`src/rtl/core/ffea_pkg.sv`:
```
// ----------------------------------------------------------------------------
// ffea_pkg
// Shared types and constants for the first-fit extent allocator.
// ----------------------------------------------------------------------------
package ffea_pkg;

    localparam int EXTENTS   = 64;
    localparam int MIN_BLOCK = 16;
    localparam int AW        = 32;
    // extent lengths need one bit more: a free at address zero can span the
    // whole address space
    localparam int LW        = AW + 1;
    localparam int IDX_W     = $clog2(EXTENTS);
    localparam int CNT_W     = $clog2(EXTENTS + 1);

    localparam logic [1:0] KIND_ALLOC = 2'd0;
    localparam logic [1:0] KIND_FREE  = 2'd1;
    localparam logic [1:0] KIND_INIT  = 2'd2;

    localparam logic [1:0] ST_OK      = 2'd0;
    localparam logic [1:0] ST_NOFIT   = 2'd1;
    localparam logic [1:0] ST_FULL    = 2'd2;
    localparam logic [1:0] ST_SMALL   = 2'd3;

    localparam logic [1:0] CFG_START  = 2'd0;
    localparam logic [1:0] CFG_END    = 2'd1;
    localparam logic [1:0] CFG_GRAN   = 2'd2;

    typedef struct packed {
        logic [1:0]    kind;
        logic [AW-1:0] block_addr;
        logic [AW-1:0] block_size;
    } req_t;

    typedef struct packed {
        logic [AW-1:0] granted_addr;
        logic [AW-1:0] granted_size;
        logic [1:0]    status;
        logic          pool_full;
    } rsp_t;

    // one memory access issued by the sequencer
    typedef struct packed {
        logic             rd_en;
        logic [IDX_W-1:0] rd_idx;
        logic             wr_en;
        logic [IDX_W-1:0] wr_idx;
        logic [AW-1:0]    wr_base;
        logic [LW-1:0]    wr_len;
    } mem_cmd_t;

    typedef enum logic [3:0] {
        S_IDLE, S_DECODE, S_ASCAN, S_AWAIT, S_ADEL,
        S_FSCAN, S_FWAIT, S_FPREV, S_FNEXT, S_FMERGE, S_FDEL, S_FINS, S_RESP
    } state_t;

endpackage

```
`src/rtl/core/ffea_table.sv`:
```
// ----------------------------------------------------------------------------
// ffea_table
// Extent table: one synchronous memory of base/length pairs, one read and
// one write port, registered read data.
// ----------------------------------------------------------------------------
module ffea_table import ffea_pkg::*; (
    input  logic          aclk,
    input  mem_cmd_t      cmd,
    output logic [AW-1:0] rd_base,
    output logic [LW-1:0] rd_len
);

    logic [AW+LW-1:0] mem [EXTENTS];
    logic [AW+LW-1:0] rd_reg;

    // write and read the entry pair
    always_ff @(posedge aclk) begin
        if (cmd.wr_en) begin
            mem[cmd.wr_idx] <= {cmd.wr_base, cmd.wr_len};
        end
        if (cmd.rd_en) begin
            rd_reg <= mem[cmd.rd_idx];
        end
    end

    assign rd_base = rd_reg[AW+LW-1:LW];
    assign rd_len  = rd_reg[LW-1:0];

endmodule

```
`config.mk`:
```
export PLATFORM = sky130hd
export DESIGN_NAME = ffea_table
export DESIGN_NICKNAME = d
export VERILOG_FILES = /design/src/rtl/core/ffea_pkg.sv /design/src/rtl/core/ffea_table.sv
export SDC_FILE = /design/constraint.sdc
export NUM_CORES = 2
export LEC_CHECK = 0
export BUFFER_PORTS_ARGS = -buffer_cell sky130_fd_sc_hd__buf_2
export CAP_MARGIN = 0
export CORE_ASPECT_RATIO = 0.8
export CORE_MARGIN = 4
export CORE_UTILIZATION = 35
export CTS_CLUSTER_DIAMETER = 30
export DETAILED_ROUTE_END_ITERATION = 7
export SETUP_SLACK_MARGIN = 0.05
export SLEW_MARGIN = 5
export SYNTH_ARGS = -nofsm -noshare
export SYNTH_HDL_FRONTEND = slang
export SYNTH_MEMORY_MAX_BITS = 65536
export SYNTH_SLANG_ARGS = --single-unit
```
`constraint.sdc`:
```
create_clock -name aclk -period 7.4 [get_ports aclk]
set_input_delay 0.74 -clock aclk [delete_from_list [all_inputs] [get_ports aclk]]
set_output_delay 0.74 -clock aclk [all_outputs]
set_load 0.01 [all_outputs]
```
==> results.md <==
- GPL Wtd Cong: 0.774
- TritonCTS buffer count: 561
- Clk root buf: clkbuf_16
- Arrival time at the worst endpoint: 3910 ps
- CP Class: in -> reg
- RSZ-0062 raised after global routing: false
- Slew at the pin closest to its max-slew limit: 1380 ps
- Die area: 465000 um^2
- Setup TNS: 0 ps
- Bufs on Longest Clock Path: 4
- Flip-flop and latch area: 127000 um^2
- Max-slew headroom: 7.82%
- Area contributors post-synth: edfxtp_1 80%, mux4_2 15%, a22oi_1 1.2%
- Post-layout util: 41.3%
- Largest net degree at the start of global routing: 117
- VDD IR max: 0.226 mV
- Yosys warns: 0
- Fmax: 295 MHz
- Port-buffer cells: 144
- Hold Crit Class: in -> reg
- Seq pwr share: 47.4%
- Buffers & Inverters on Critical Path: 2
- CTS tree: built
- Nets@finish: 7233
- Drt wl/cell: 34.1 um
- Status: finished clean
- Pwr dens: 301 nW/um^2
- Post-DP HPWL: 240 mm
- Pre-antenna DRT Iters: 5
- Placed Cells: 12600
- First-pass GRT wire length: 642 mm
- Pint: 44.0 mW
- Worst path required time: 7930 ps
- Seq/Total Area, Yosys: 79.8%
- Crit path largest cell delay: 1150 ps
- CTS resizes: 0
- Count of cell types in the netlist: 26
- Post-CTS setup buffer count: 0
- Period minus WS final: 3390 ps
- Switching Fraction: 21.7%
- Comb power frac: 4.1%
- DR vias/cell: 5.81
- DRC viols: 0
- CP max FO: 26
- First DRT Iteration DRCs: 12100
- Cell breakdown of the critical path: buf_2 -> nor2b_1 -> nand3_1 -> nor2_4 -> buf_4
- Initial Util: 35.1%
- Vias in the first global route: 78500
- NetSw: 12.2 mW
- Final slew viol count: 0
- Hold Vio Cnt, Final: 0
- Die Y: 611 um
- Post-route insts no fill: 13600
- Critical Path Slowest Stage Cell: nor2_4
- Area delta synth->final: 17.6%
- Core footprint: 453000 um^2
- Final setup viols: 0
- Vias: 79300
- Mapped cell area: 159000 um^2
- Fillers: 38500
- Syn Area/Cell: 24.1 um^2
- Total Wirelength: 465 mm
- Number of routed nets with antenna violations: 0
- Clk pwr share: 48.5%
- Floorplan row count: 221
- Max reg flops: 4160
- Register bit total from synthesis: 4225
- Area taken by multi-input logic gates: 30800 um^2
- Clk slew on worst S/H paths: 60 ps
- Pleak: 58.1 nW
- Synth top area share: 79.8%
- DIE WIDTH: 762 um
- Setup Skew: 49.8 ps
- Power, Total: 56.2 mW
- H-tree depth: 6
- Crit end category: flop
- GRT Overall Usage: 19.6%
- Overflow after GRT: 0
- CTS sink cnt: 4225
- Synthesized Nets: 6686
- Tcrit/Tclk final: 45.8%
- Max-Cap Viols: 0
- Initial antenna violation count: 47
- I/O pins: 145
- CP top delay family: simple AND/OR/NAND/NOR gates
- CTS Hold Bufs: 0
- Syn Inst Count: 6606
- Insertion delay to the later sink of the worst-skew pair: 940 ps
- Share of cells above drive strength 1: 31.4%
- Synth area leader: edfxtp_1
- Crit start category: primary input
==> stage by stage <==
stage | instance area, um^2 | worst slack, ps | hold slack [ps]
4_1_cts | 187000 | 4160 | 357
2_1_floorplan | 159000 | 1150 | 839
5_1_grt | 187000 | 4060 | 244
6_report | 187000 | 4010 | 267
3_3_place_gp | 168000 | 3200 | 895
3_5_place_dp | 168000 | 3190 | 888
==> metal layers <==
metal,global-route usage [%],vias up,wire [um]
met5,0,-,54
met4,5.49,8,13000
met3,4.22,745,52400
met2,29.3,5006,211000
met1,29.0,43400,189000
li1,-,30100,-
==> placed cells by master, fill, tap and decap left out, types with 15 or more instances in the layout <==
master and count:
edfxtp_1 4225, o22ai_1 130, nor2_4 64, clkbuf_16 576, clkinvlp_4 46, o221ai_1 46
buf_4 185, nand3b_1 25, a22oi_1 260, clkinv_4 52, inv_8 19, diode_2 15
mux2i_1 103, buf_2 139, nand3_1 114, a211oi_1 65, clkinv_1 63, o211a_1 65
bufinv_16 62, mux4_2 1040, clkbuf_1 51, buf_12 34, inv_6 55, nor2_1 48
clkinv_2 73
==> cell usage after synthesis <==
| library cell | instances |
|---|---|
| nand2b_1 | 9 |
| edfxtp_1 | 4225 |
| buf_6 | 16 |
| or3b_2 | 4 |
| clkbuf_1 | 120 |
| buf_2 | 186 |
| or3_1 | 3 |
| buf_1 | 18 |
| nand4_1 | 2 |
| o22ai_1 | 130 |
| nand2_1 | 8 |
| mux4_2 | 1040 |
| nor2_1 | 112 |
| a211oi_1 | 65 |
| nor3_1 | 2 |
| a22oi_1 | 260 |
| or2_2 | 2 |
| buf_4 | 37 |
| nand3_1 | 115 |
| nand3b_1 | 25 |
| o211a_1 | 65 |
| and2_1 | 3 |
| nor2b_1 | 9 |
| o221ai_1 | 46 |
| mux2i_1 | 103 |
| nand4b_1 | 1 |
==> final cells by class <==
class,instances,share of cell area (%)
clock buffer,627,7.81
antenna,15,0.0201
tap,6021,4.03
clock inverter,392,2.35
multi-input combinational,2004,16.4
timing repair buffer,361,1.50
sequential,4225,67.8
==> final timing paths <==
path | depth (start not counted) | to | from | slack (ps)
max | 5 | mem[38][22] | cmd[71] | 4010
min | 1 | mem[37][39] | cmd[39] | 270
max reg2reg | 4 | rd_reg[5] | mem[33][5] | 5230
min reg2reg | 4 | rd_reg[57] | mem[62][57] | 910
==> cells by family after synthesis <==
logic type | count (synthesis) | synth area share [%]
AOI/OAI and AO/OA | 566 | 2.71
and+or+nand+nor | 295 | 0.907
DFF | 4225 | 79.8
buffers and inverters | 377 | 1.20
muxes | 1143 | 15.4
==> worst reg2reg max path, stage by stage, from the launching register on <==
cell and delay [ps]:
edfxtp_1 360, mux4_2 480, mux2i_1 430, a211oi_1 220, o211a_1 390
==> power by group through the flow <==
stage	Clock, mW	Combinational (mW)	Sequential (mW)
global route	28.8	2.42	26.7
global placement	0	2.25	27.2
detailed placement	0	2.30	27.2
finish	27.3	2.29	26.7
floorplan	0	1.23	27.1
CTS	27.6	2.30	26.7
(Power assumes the default switching activity.)
