## src/rtl/core/ffea_pkg.sv

```systemverilog
// ----------------------------------------------------------------------------
// ffea_pkg
// Shared types and constants for the first-fit extent allocator.
// ----------------------------------------------------------------------------
package ffea_pkg;

    localparam int EXTENTS   = 64;
    localparam int MIN_BLOCK = 16;
    localparam int AW        = 32;
    // extent lengths need one bit more: a free at address zero can span the
    // whole address space
    localparam int LW        = AW + 1;
    localparam int IDX_W     = $clog2(EXTENTS);
    localparam int CNT_W     = $clog2(EXTENTS + 1);

    localparam logic [1:0] KIND_ALLOC = 2'd0;
    localparam logic [1:0] KIND_FREE  = 2'd1;
    localparam logic [1:0] KIND_INIT  = 2'd2;

    localparam logic [1:0] ST_OK      = 2'd0;
    localparam logic [1:0] ST_NOFIT   = 2'd1;
    localparam logic [1:0] ST_FULL    = 2'd2;
    localparam logic [1:0] ST_SMALL   = 2'd3;

    localparam logic [1:0] CFG_START  = 2'd0;
    localparam logic [1:0] CFG_END    = 2'd1;
    localparam logic [1:0] CFG_GRAN   = 2'd2;

    typedef struct packed {
        logic [1:0]    kind;
        logic [AW-1:0] block_addr;
        logic [AW-1:0] block_size;
    } req_t;

    typedef struct packed {
        logic [AW-1:0] granted_addr;
        logic [AW-1:0] granted_size;
        logic [1:0]    status;
        logic          pool_full;
    } rsp_t;

    // one memory access issued by the sequencer
    typedef struct packed {
        logic             rd_en;
        logic [IDX_W-1:0] rd_idx;
        logic             wr_en;
        logic [IDX_W-1:0] wr_idx;
        logic [AW-1:0]    wr_base;
        logic [LW-1:0]    wr_len;
    } mem_cmd_t;

    typedef enum logic [3:0] {
        S_IDLE, S_DECODE, S_ASCAN, S_AWAIT, S_ADEL,
        S_FSCAN, S_FWAIT, S_FPREV, S_FNEXT, S_FMERGE, S_FDEL, S_FINS, S_RESP
    } state_t;

endpackage

```

## src/rtl/core/ffea_ctrl.sv

```systemverilog
// ----------------------------------------------------------------------------
// ffea_ctrl
// Request sequencer: scans the table, splits, removes, merges and inserts
// extents by read-modify-write through the table memory.
// ----------------------------------------------------------------------------
module ffea_ctrl import ffea_pkg::*; (
    input  logic          aclk,
    input  logic          aresetn,
    input  logic          s_valid,
    output logic          s_ready,
    input  req_t          s_data,
    output logic          m_valid,
    input  logic          m_ready,
    output rsp_t          m_data,
    input  logic [AW-1:0] pool_start,
    input  logic [AW-1:0] pool_end,
    input  logic [4:0]    granule_log2,
    output mem_cmd_t      cmd,
    input  logic [AW-1:0] rd_base,
    input  logic [LW-1:0] rd_len
);

    localparam logic [AW-1:0] AMAX  = '1;
    localparam logic [AW-1:0] MINB  = AW'(MIN_BLOCK);
    localparam logic [LW-1:0] LMAX  = {1'b0, AMAX};
    localparam logic [LW-1:0] LMINB = {1'b0, MINB};

    state_t state_reg, state_next;
    req_t   req_reg;
    logic [CNT_W-1:0] cnt_reg, cnt_next;
    logic [CNT_W-1:0] pos_reg, pos_next;
    logic [AW-1:0] gm_reg, addr_reg;
    logic [LW-1:0] amt_reg;
    logic [AW-1:0] pb_reg, pb_next;
    logic [LW-1:0] pl_reg, pl_next;
    logic          mp_reg, mp_next;
    logic [AW-1:0] mv_b_reg, mv_b_next;
    logic [LW-1:0] mv_l_reg, mv_l_next;
    logic [AW-1:0] ga_reg, gs_reg, ga_next, gs_next;
    logic [1:0]    st_reg, st_next;
    logic          out_v_reg;
    rsp_t          out_reg;

    // length sum, clamped at the top of the address space
    function automatic logic [LW-1:0] sat_len(logic [LW-1:0] a, logic [LW-1:0] b);
        logic [LW:0] s;
        s = {1'b0, a} + {1'b0, b};
        return (s > {1'b0, LMAX}) ? LMAX : s[LW-1:0];
    endfunction

    // size rounding stayed inside the address space
    function automatic logic sz_ok_r();
        logic [AW-1:0] s;
        s = (req_reg.block_size < MINB) ? MINB : req_reg.block_size;
        return s <= (AMAX - gm_reg);
    endfunction

    // derived per-request values
    logic [4:0]    g;
    logic [AW-1:0] gm, sz, szr, addr_m, room, s0, e0;
    logic [LW-1:0] free_sz, free_amt;
    logic          sz_ok, s_ok;
    always_comb begin
        g = (granule_log2 > 5'd16) ? 5'd16 : granule_log2;
        gm = (AW'(1) << g) - AW'(1);
        sz = (s_data.block_size < MINB) ? MINB : s_data.block_size;
        sz_ok = sz <= (AMAX - gm);
        szr = (sz + gm) & ~gm;
        addr_m = s_data.block_addr & ~gm;
        room = AMAX - addr_m;
        // a size that rounds past the top becomes the full address space
        free_sz = sz_ok ? {1'b0, szr} : {1'b1, AW'(0)};
        free_amt = (free_sz - LW'(1) > {1'b0, room}) ? {1'b0, room} + LW'(1) : free_sz;
        s_ok = pool_start <= (AMAX - gm);
        s0 = (pool_start + gm) & ~gm;
        e0 = pool_end & ~gm;
    end

    logic [AW-1:0] prev_gap, next_gap;
    logic [LW-1:0] sat1, sat2;
    logic          prev_hit, next_hit;
    always_comb begin
        prev_gap = addr_reg - pb_reg;
        next_gap = rd_base - addr_reg;
        prev_hit = mp_reg && ({1'b0, prev_gap} == pl_reg);
        next_hit = {1'b0, next_gap} == amt_reg;
        sat1 = sat_len(pl_reg, amt_reg);
        sat2 = sat_len(sat1, rd_len);
    end

    always_ff @(posedge aclk) begin
        if (!aresetn) begin
            state_reg <= S_IDLE;
            cnt_reg   <= '0;
            out_v_reg <= 1'b0;
        end else begin
            state_reg <= state_next;
            cnt_reg   <= cnt_next;
            if (m_valid && m_ready) out_v_reg <= 1'b0;
            if (state_reg == S_RESP && !out_v_reg) out_v_reg <= 1'b1;
        end
    end

    // request context and work registers
    always_ff @(posedge aclk) begin
        pos_reg <= pos_next; pb_reg <= pb_next; pl_reg <= pl_next;
        mp_reg <= mp_next; mv_b_reg <= mv_b_next; mv_l_reg <= mv_l_next;
        ga_reg <= ga_next; gs_reg <= gs_next; st_reg <= st_next;
        if (s_valid && s_ready) begin
            req_reg <= s_data;
            gm_reg  <= gm;
            addr_reg <= addr_m;
            amt_reg <= (s_data.kind == KIND_FREE) ? free_amt : {1'b0, szr};
        end
        if (state_reg == S_RESP && !out_v_reg) begin
            out_reg.granted_addr <= ga_reg;
            out_reg.granted_size <= gs_reg;
            out_reg.status       <= st_reg;
            out_reg.pool_full    <= (cnt_reg == '0);
        end
    end

    // sequencer
    always_comb begin
        state_next = state_reg;
        cnt_next = cnt_reg; pos_next = pos_reg;
        pb_next = pb_reg; pl_next = pl_reg; mp_next = mp_reg;
        mv_b_next = mv_b_reg; mv_l_next = mv_l_reg;
        ga_next = ga_reg; gs_next = gs_reg; st_next = st_reg;
        cmd = '0;
        s_ready = 1'b0;
        unique case (state_reg)
            S_IDLE: begin
                s_ready = !out_v_reg;
                if (s_valid && !out_v_reg) begin
                    ga_next = '0; gs_next = '0; st_next = ST_OK;
                    pos_next = '0; mp_next = 1'b0;
                    state_next = S_DECODE;
                end
            end
            S_DECODE: begin
                case (req_reg.kind)
                    KIND_ALLOC: begin
                        if (cnt_reg == '0 || !sz_ok_r()) begin
                            st_next = ST_NOFIT; state_next = S_RESP;
                        end else begin
                            cmd.rd_en = 1'b1; cmd.rd_idx = '0;
                            state_next = S_AWAIT;
                        end
                    end
                    KIND_FREE: begin
                        if (cnt_reg == '0) state_next = S_FINS;
                        else begin
                            cmd.rd_en = 1'b1; cmd.rd_idx = '0;
                            state_next = S_FWAIT;
                        end
                    end
                    KIND_INIT: begin
                        if (!s_ok || e0 < s0 || {1'b0, e0 - s0} < amt_reg || !sz_ok_r()) begin
                            st_next = ST_SMALL;
                        end else begin
                            cmd.wr_en = 1'b1; cmd.wr_idx = '0;
                            cmd.wr_base = s0; cmd.wr_len = {1'b0, e0 - s0};
                            cnt_next = CNT_W'(1);
                        end
                        state_next = S_RESP;
                    end
                    default: state_next = S_RESP;
                endcase
            end
            // alloc: rd data holds entry pos_reg
            S_AWAIT: begin
                if (rd_len >= amt_reg) begin
                    ga_next = rd_base;
                    if (rd_len - amt_reg >= LMINB) begin
                        gs_next = amt_reg[AW-1:0];
                        cmd.wr_en = 1'b1; cmd.wr_idx = pos_reg[IDX_W-1:0];
                        cmd.wr_base = rd_base + amt_reg[AW-1:0];
                        cmd.wr_len = rd_len - amt_reg;
                        state_next = S_RESP;
                    end else begin
                        gs_next = rd_len[AW-1:0];
                        state_next = S_ADEL;
                    end
                end else if (pos_reg + CNT_W'(1) >= cnt_reg) begin
                    st_next = ST_NOFIT; state_next = S_RESP;
                end else begin
                    pos_next = pos_reg + CNT_W'(1);
                    cmd.rd_en = 1'b1; cmd.rd_idx = IDX_W'(pos_reg + CNT_W'(1));
                    state_next = S_AWAIT;
                end
            end
            S_ADEL, S_FDEL: begin
                // shift entries above pos_reg down by one
                if (pos_reg + CNT_W'(1) >= cnt_reg) begin
                    cnt_next = cnt_reg - CNT_W'(1);
                    state_next = S_RESP;
                end else begin
                    cmd.rd_en = 1'b1; cmd.rd_idx = IDX_W'(pos_reg + CNT_W'(1));
                    state_next = S_ASCAN;
                end
            end
            S_ASCAN: begin
                cmd.wr_en = 1'b1; cmd.wr_idx = pos_reg[IDX_W-1:0];
                cmd.wr_base = rd_base; cmd.wr_len = rd_len;
                pos_next = pos_reg + CNT_W'(1);
                state_next = S_ADEL;
            end
            // free: scan for first base above addr
            S_FWAIT: begin
                if (rd_base <= addr_reg) begin
                    pb_next = rd_base; pl_next = rd_len;
                    mp_next = 1'b1;
                    if (pos_reg + CNT_W'(1) >= cnt_reg) begin
                        pos_next = cnt_reg;
                        state_next = S_FPREV;
                    end else begin
                        pos_next = pos_reg + CNT_W'(1);
                        cmd.rd_en = 1'b1; cmd.rd_idx = IDX_W'(pos_reg + CNT_W'(1));
                    end
                end else begin
                    state_next = S_FNEXT;
                end
            end
            // no next entry
            S_FPREV: begin
                if (prev_hit) begin
                    cmd.wr_en = 1'b1; cmd.wr_idx = IDX_W'(pos_reg - CNT_W'(1));
                    cmd.wr_base = pb_reg; cmd.wr_len = sat1;
                    state_next = S_RESP;
                end else state_next = S_FINS;
            end
            // rd holds entry pos_reg (next)
            S_FNEXT: begin
                if (prev_hit) begin
                    cmd.wr_en = 1'b1; cmd.wr_idx = IDX_W'(pos_reg - CNT_W'(1));
                    cmd.wr_base = pb_reg;
                    if (next_hit) begin
                        cmd.wr_len = sat2;
                        state_next = S_FDEL;
                    end else begin
                        cmd.wr_len = sat1;
                        state_next = S_RESP;
                    end
                end else if (next_hit) begin
                    cmd.wr_en = 1'b1; cmd.wr_idx = pos_reg[IDX_W-1:0];
                    cmd.wr_base = addr_reg;
                    cmd.wr_len = sat_len(rd_len, amt_reg);
                    state_next = S_RESP;
                end else state_next = S_FINS;
            end
            // insert at pos_reg, rippling the entries from pos_reg up by one
            S_FINS: begin
                if (cnt_reg >= CNT_W'(EXTENTS)) begin
                    st_next = ST_FULL; state_next = S_RESP;
                end else begin
                    mv_b_next = addr_reg; mv_l_next = amt_reg;
                    if (pos_reg == cnt_reg) begin
                        cmd.wr_en = 1'b1; cmd.wr_idx = pos_reg[IDX_W-1:0];
                        cmd.wr_base = addr_reg; cmd.wr_len = amt_reg;
                        cnt_next = cnt_reg + CNT_W'(1);
                        state_next = S_RESP;
                    end else begin
                        cmd.rd_en = 1'b1; cmd.rd_idx = pos_reg[IDX_W-1:0];
                        state_next = S_FMERGE;
                    end
                end
            end
            // ripple: write carried pair, pick up the displaced one
            S_FMERGE: begin
                cmd.wr_en = 1'b1; cmd.wr_idx = pos_reg[IDX_W-1:0];
                cmd.wr_base = mv_b_reg; cmd.wr_len = mv_l_reg;
                mv_b_next = rd_base; mv_l_next = rd_len;
                pos_next = pos_reg + CNT_W'(1);
                if (pos_reg + CNT_W'(1) == cnt_reg) begin
                    state_next = S_FSCAN;
                end else begin
                    cmd.rd_en = 1'b1; cmd.rd_idx = IDX_W'(pos_reg + CNT_W'(1));
                end
            end
            S_FSCAN: begin
                cmd.wr_en = 1'b1; cmd.wr_idx = pos_reg[IDX_W-1:0];
                cmd.wr_base = mv_b_reg; cmd.wr_len = mv_l_reg;
                cnt_next = cnt_reg + CNT_W'(1);
                state_next = S_RESP;
            end
            S_RESP: begin
                if (!out_v_reg) state_next = S_IDLE;
            end
            default: state_next = S_IDLE;
        endcase
    end

    assign m_valid = out_v_reg;
    assign m_data  = out_reg;

endmodule

```

## config.mk

```make
export PLATFORM = sky130hd
export DESIGN_NAME = ffea_ctrl
export DESIGN_NICKNAME = d
export VERILOG_FILES = /design/src/rtl/core/ffea_pkg.sv /design/src/rtl/core/ffea_ctrl.sv
export SDC_FILE = /design/constraint.sdc
export NUM_CORES = 2
export LEC_CHECK = 0
export BUFFER_PORTS_ARGS = -buffer_cell sky130_fd_sc_hd__clkbuf_2
export CORE_MARGIN = 4
export CORE_UTILIZATION = 29
export CTS_BUF_LIST = sky130_fd_sc_hd__clkbuf_8
export CTS_CLUSTER_DIAMETER = 80
export DETAILED_ROUTE_END_ITERATION = 6
export GPL_ROUTABILITY_DRIVEN = 0
export GPL_TIMING_DRIVEN = 0
export SLEW_MARGIN = 25
export SYNTH_ARGS = -nofsm -noshare
export SYNTH_HDL_FRONTEND = slang
export SYNTH_SLANG_ARGS = --single-unit
```

## constraint.sdc

```tcl
create_clock -name aclk -period 14.2 [get_ports aclk]
set_input_delay 2.13 -clock aclk [delete_from_list [all_inputs] [get_ports aclk]]
set_output_delay 2.13 -clock aclk [all_outputs]
set_load 0.1 [all_outputs]
```

==> metrics <==
outcome complete, but fails checks; failing checks design-rule violations; first-pass GRT wire length 292800 µm; die area 0.1577 mm²; Detail Placement HPWL 173500 µm; worst r2r src amt_reg[20]$_DFFE_PP_; Detailed Routing Iterations Pass 1 7; final wirelength 210400 µm; number of remaining DRC errors 61; grt total ovfl 0; die width 397.2 µm; Mapped Area 0.04392 mm²; Worst path max stage delay 0.48 ns; Crit Path Category in2out; EDFF count, synth 402; post-synth top area share 27.48%; DR vias/cell 5.955; worst min-delay path class reg2reg; post-synthesis sequential area ratio 28.03%; Synth Warn # 0; Max Cap Viol 0; Slew Limit Fails 0; clk slew on worst S/H paths 0.06 ns; I/O pins 352; Filler cells 15704; final worst path period share 98.82%; Max Freq 71.26 MHz; count of different cell masters after synthesis 99; Die Y 397.2 µm; Max Root-Sink Buffers 3; skew final 0.06018 ns; via count 47043; final critical-path required period 14.03 ns; WHS Endpoint m_data[42]$_DFFE_PP_; Lkg Pwr 20.48 nW; CP Launch Point granule_log2[3]; Hold Slack 0.3850 ns; cts bufs inserted 85; WP data arrival 11.90 ns; endpoints failing setup 0; register area 0.01231 mm²; Max FO, Critical Path 12; Synth Flop Type edfxtp_1; R2R Path End gs_reg[20]$_SDFFCE_PN0P_; power density over the cells 170.7 mW/mm²; Synth area leader edfxtp_1; max reg flops 67; Final WS setup 0.1677 ns; min-delay src ga_reg[7]$_SDFFCE_PN0P_; vias in the first global route 43718; Max VDD drop 0.0001034 V; CTS root buffer clkbuf_8; Worst Path Required 12.07 ns; overall routing resource usage 25.30%; cell with the most instances after synthesis nand2_1; CP Capture Type primary output; starting density of the core 29.25%; IO Port Bufs 340; top cells by area, synth edfxtp_1 (27%), ha_1 (13%), a21oi_1 (4.9%), nand2_1 (4.6%), xnor2_1 (4.1%); Sink Count 414; Hold Fails Final Rpt 0; crit path launch type input port; Slew headroom 20.25%; Synth async-reset ratio 0%; antenna viol nets, final 0; cell mode on critical path nand2_1; Post-Synthesis Cells 5302; area growth from synthesis to layout 16.52%; Hold Path Stages 0; top post-synthesis cells by count nand2_1 (544), ha_1 (444), a21oi_1 (429); Nets 6462; Slowest-stage cell, CP clkbuf_2; Tightest Pin Transition 1.193 ns; H-tree depth 3; routed len/inst 26.63 µm; post-place setup slack -4.494 ns; Worst R2R Setup Slack 7.11 ns; share of cells above drive strength 1 12.16%; R2R depth 15; worst-skew pair later-pin latency 0.83 ns; row count 142; CTS tree built; initial antenna violation count 20; total negative slack 0 ns; synthesized flop and latch total 414; Synth Area per Inst 8.284 µm²; Detailed Route Iter0 Violations 6504; Multi-input gate area 0.03003 mm²; largest net degree at the start of global routing 55; Core ar. 0.1501 mm²
layer usage:
metal	wire length, µm	up-vias	GRT usage (%)
li1	-	20993	-
met4	15870	6	15.51
met1	76770	22206	30.62
met3	26580	685	6.991
met5	34	-	0
met2	91100	3153	39.88
kinds of logic (layout without fill, tap and decap cells):
kind of cell	Yosys count	after routing	share of synthesized area [%]
AO/OA/AOI/OAI	1748	1748	26.66
AND/OR/NAND/NOR	1743	1743	19.86
buffers and inverters	586	1126	5.105
adder cells (fa/ha/maj)	455	455	13.15
flip-flops	414	414	28.03
XOR/XNOR	324	324	6.461
multiplexers	31	31	0.7321
other	1	43	0.008538
layout by cell type, fill, tap and decap left out, drive strengths merged, types with 75 or more instances in the layout:
cell / synthesis / final
o21a: 79 / 79
a21oi: 430 / 430
buf: 43 / 110
and2: 93 / 93
nor2: 300 / 300
ha: 444 / 444
nand3: 174 / 174
xor2: 118 / 118
nor3: 108 / 108
xnor2: 206 / 206
nand4: 108 / 108
a21o: 134 / 134
nand2: 544 / 544
edfxtp: 402 / 402
o21ai: 351 / 351
clkbuf: 251 / 655
a211oi: 75 / 75
inv: 290 / 314
o211ai: 85 / 85
per-stage QoR:
step	utilization [%]	instance area (µm²)	total power, mW	instances
after CTS	33.89	50880	8.478	7882
after detailed placement	32.47	48740	7.108	7721
after global routing	34.07	51160	9.138	7891
after floorplan	-	44030	5.514	5332
after global placement	32.14	48260	7.037	7688
final	34.09	51180	8.734	7900
where the power goes:
group / leakage (nW) / switching, mW / internal, mW
combinational: 15.7 / 3.78 / 1.74
clock: 0.917 / 0.614 / 0.652
sequential: 3.83 / 0.285 / 1.67
worst max path at each step:
stage / to / cells past startpoint / slack (ns)
2_1_floorplan: cmd[18] / 40 / 0.06
3_3_place_gp: cmd[23] / 40 / -6.51
3_5_place_dp: cmd[27] / 43 / -4.49
4_1_cts: cmd[21] / 44 / 0.03
5_1_grt: cmd[21] / 47 / -0.07
6_report: cmd[4] / 44 / 0.17
worst max-delay path: cells and delay by family:
kind	cells	cell delay, ns
and+or+nand+nor	11	2.08
adders and majority gates	4	1.27
AOI/OAI and AO/OA	16	3.70
muxes	1	0.14
buffers and inverters	10	2.06
xor gates and xnor gates	2	0.49
what timing repair did:
action	in CTS	in global routing
hold buffers	0	0
setup buffers	9	7
pin swaps	13	12
resized for setup	100	68
setup endpoints to repair	100	65
area by class of cell:
| type | instances | area share, % |
|---|---|---|
| Multi-Input combinational cell | 4332 | 58.68 |
| Sequential cell | 414 | 24.06 |
| Tap cell | 2016 | 4.929 |
| Timing Repair Buffer | 389 | 4.643 |
| Clock buffer | 87 | 2.340 |
| Buffer | 289 | 2.249 |
| Inverter | 292 | 2.142 |
| Clock inverter | 69 | 0.9070 |
| Antenna cell | 12 | 0.05868 |
Note: power is estimated with default switching activity, not from simulation.
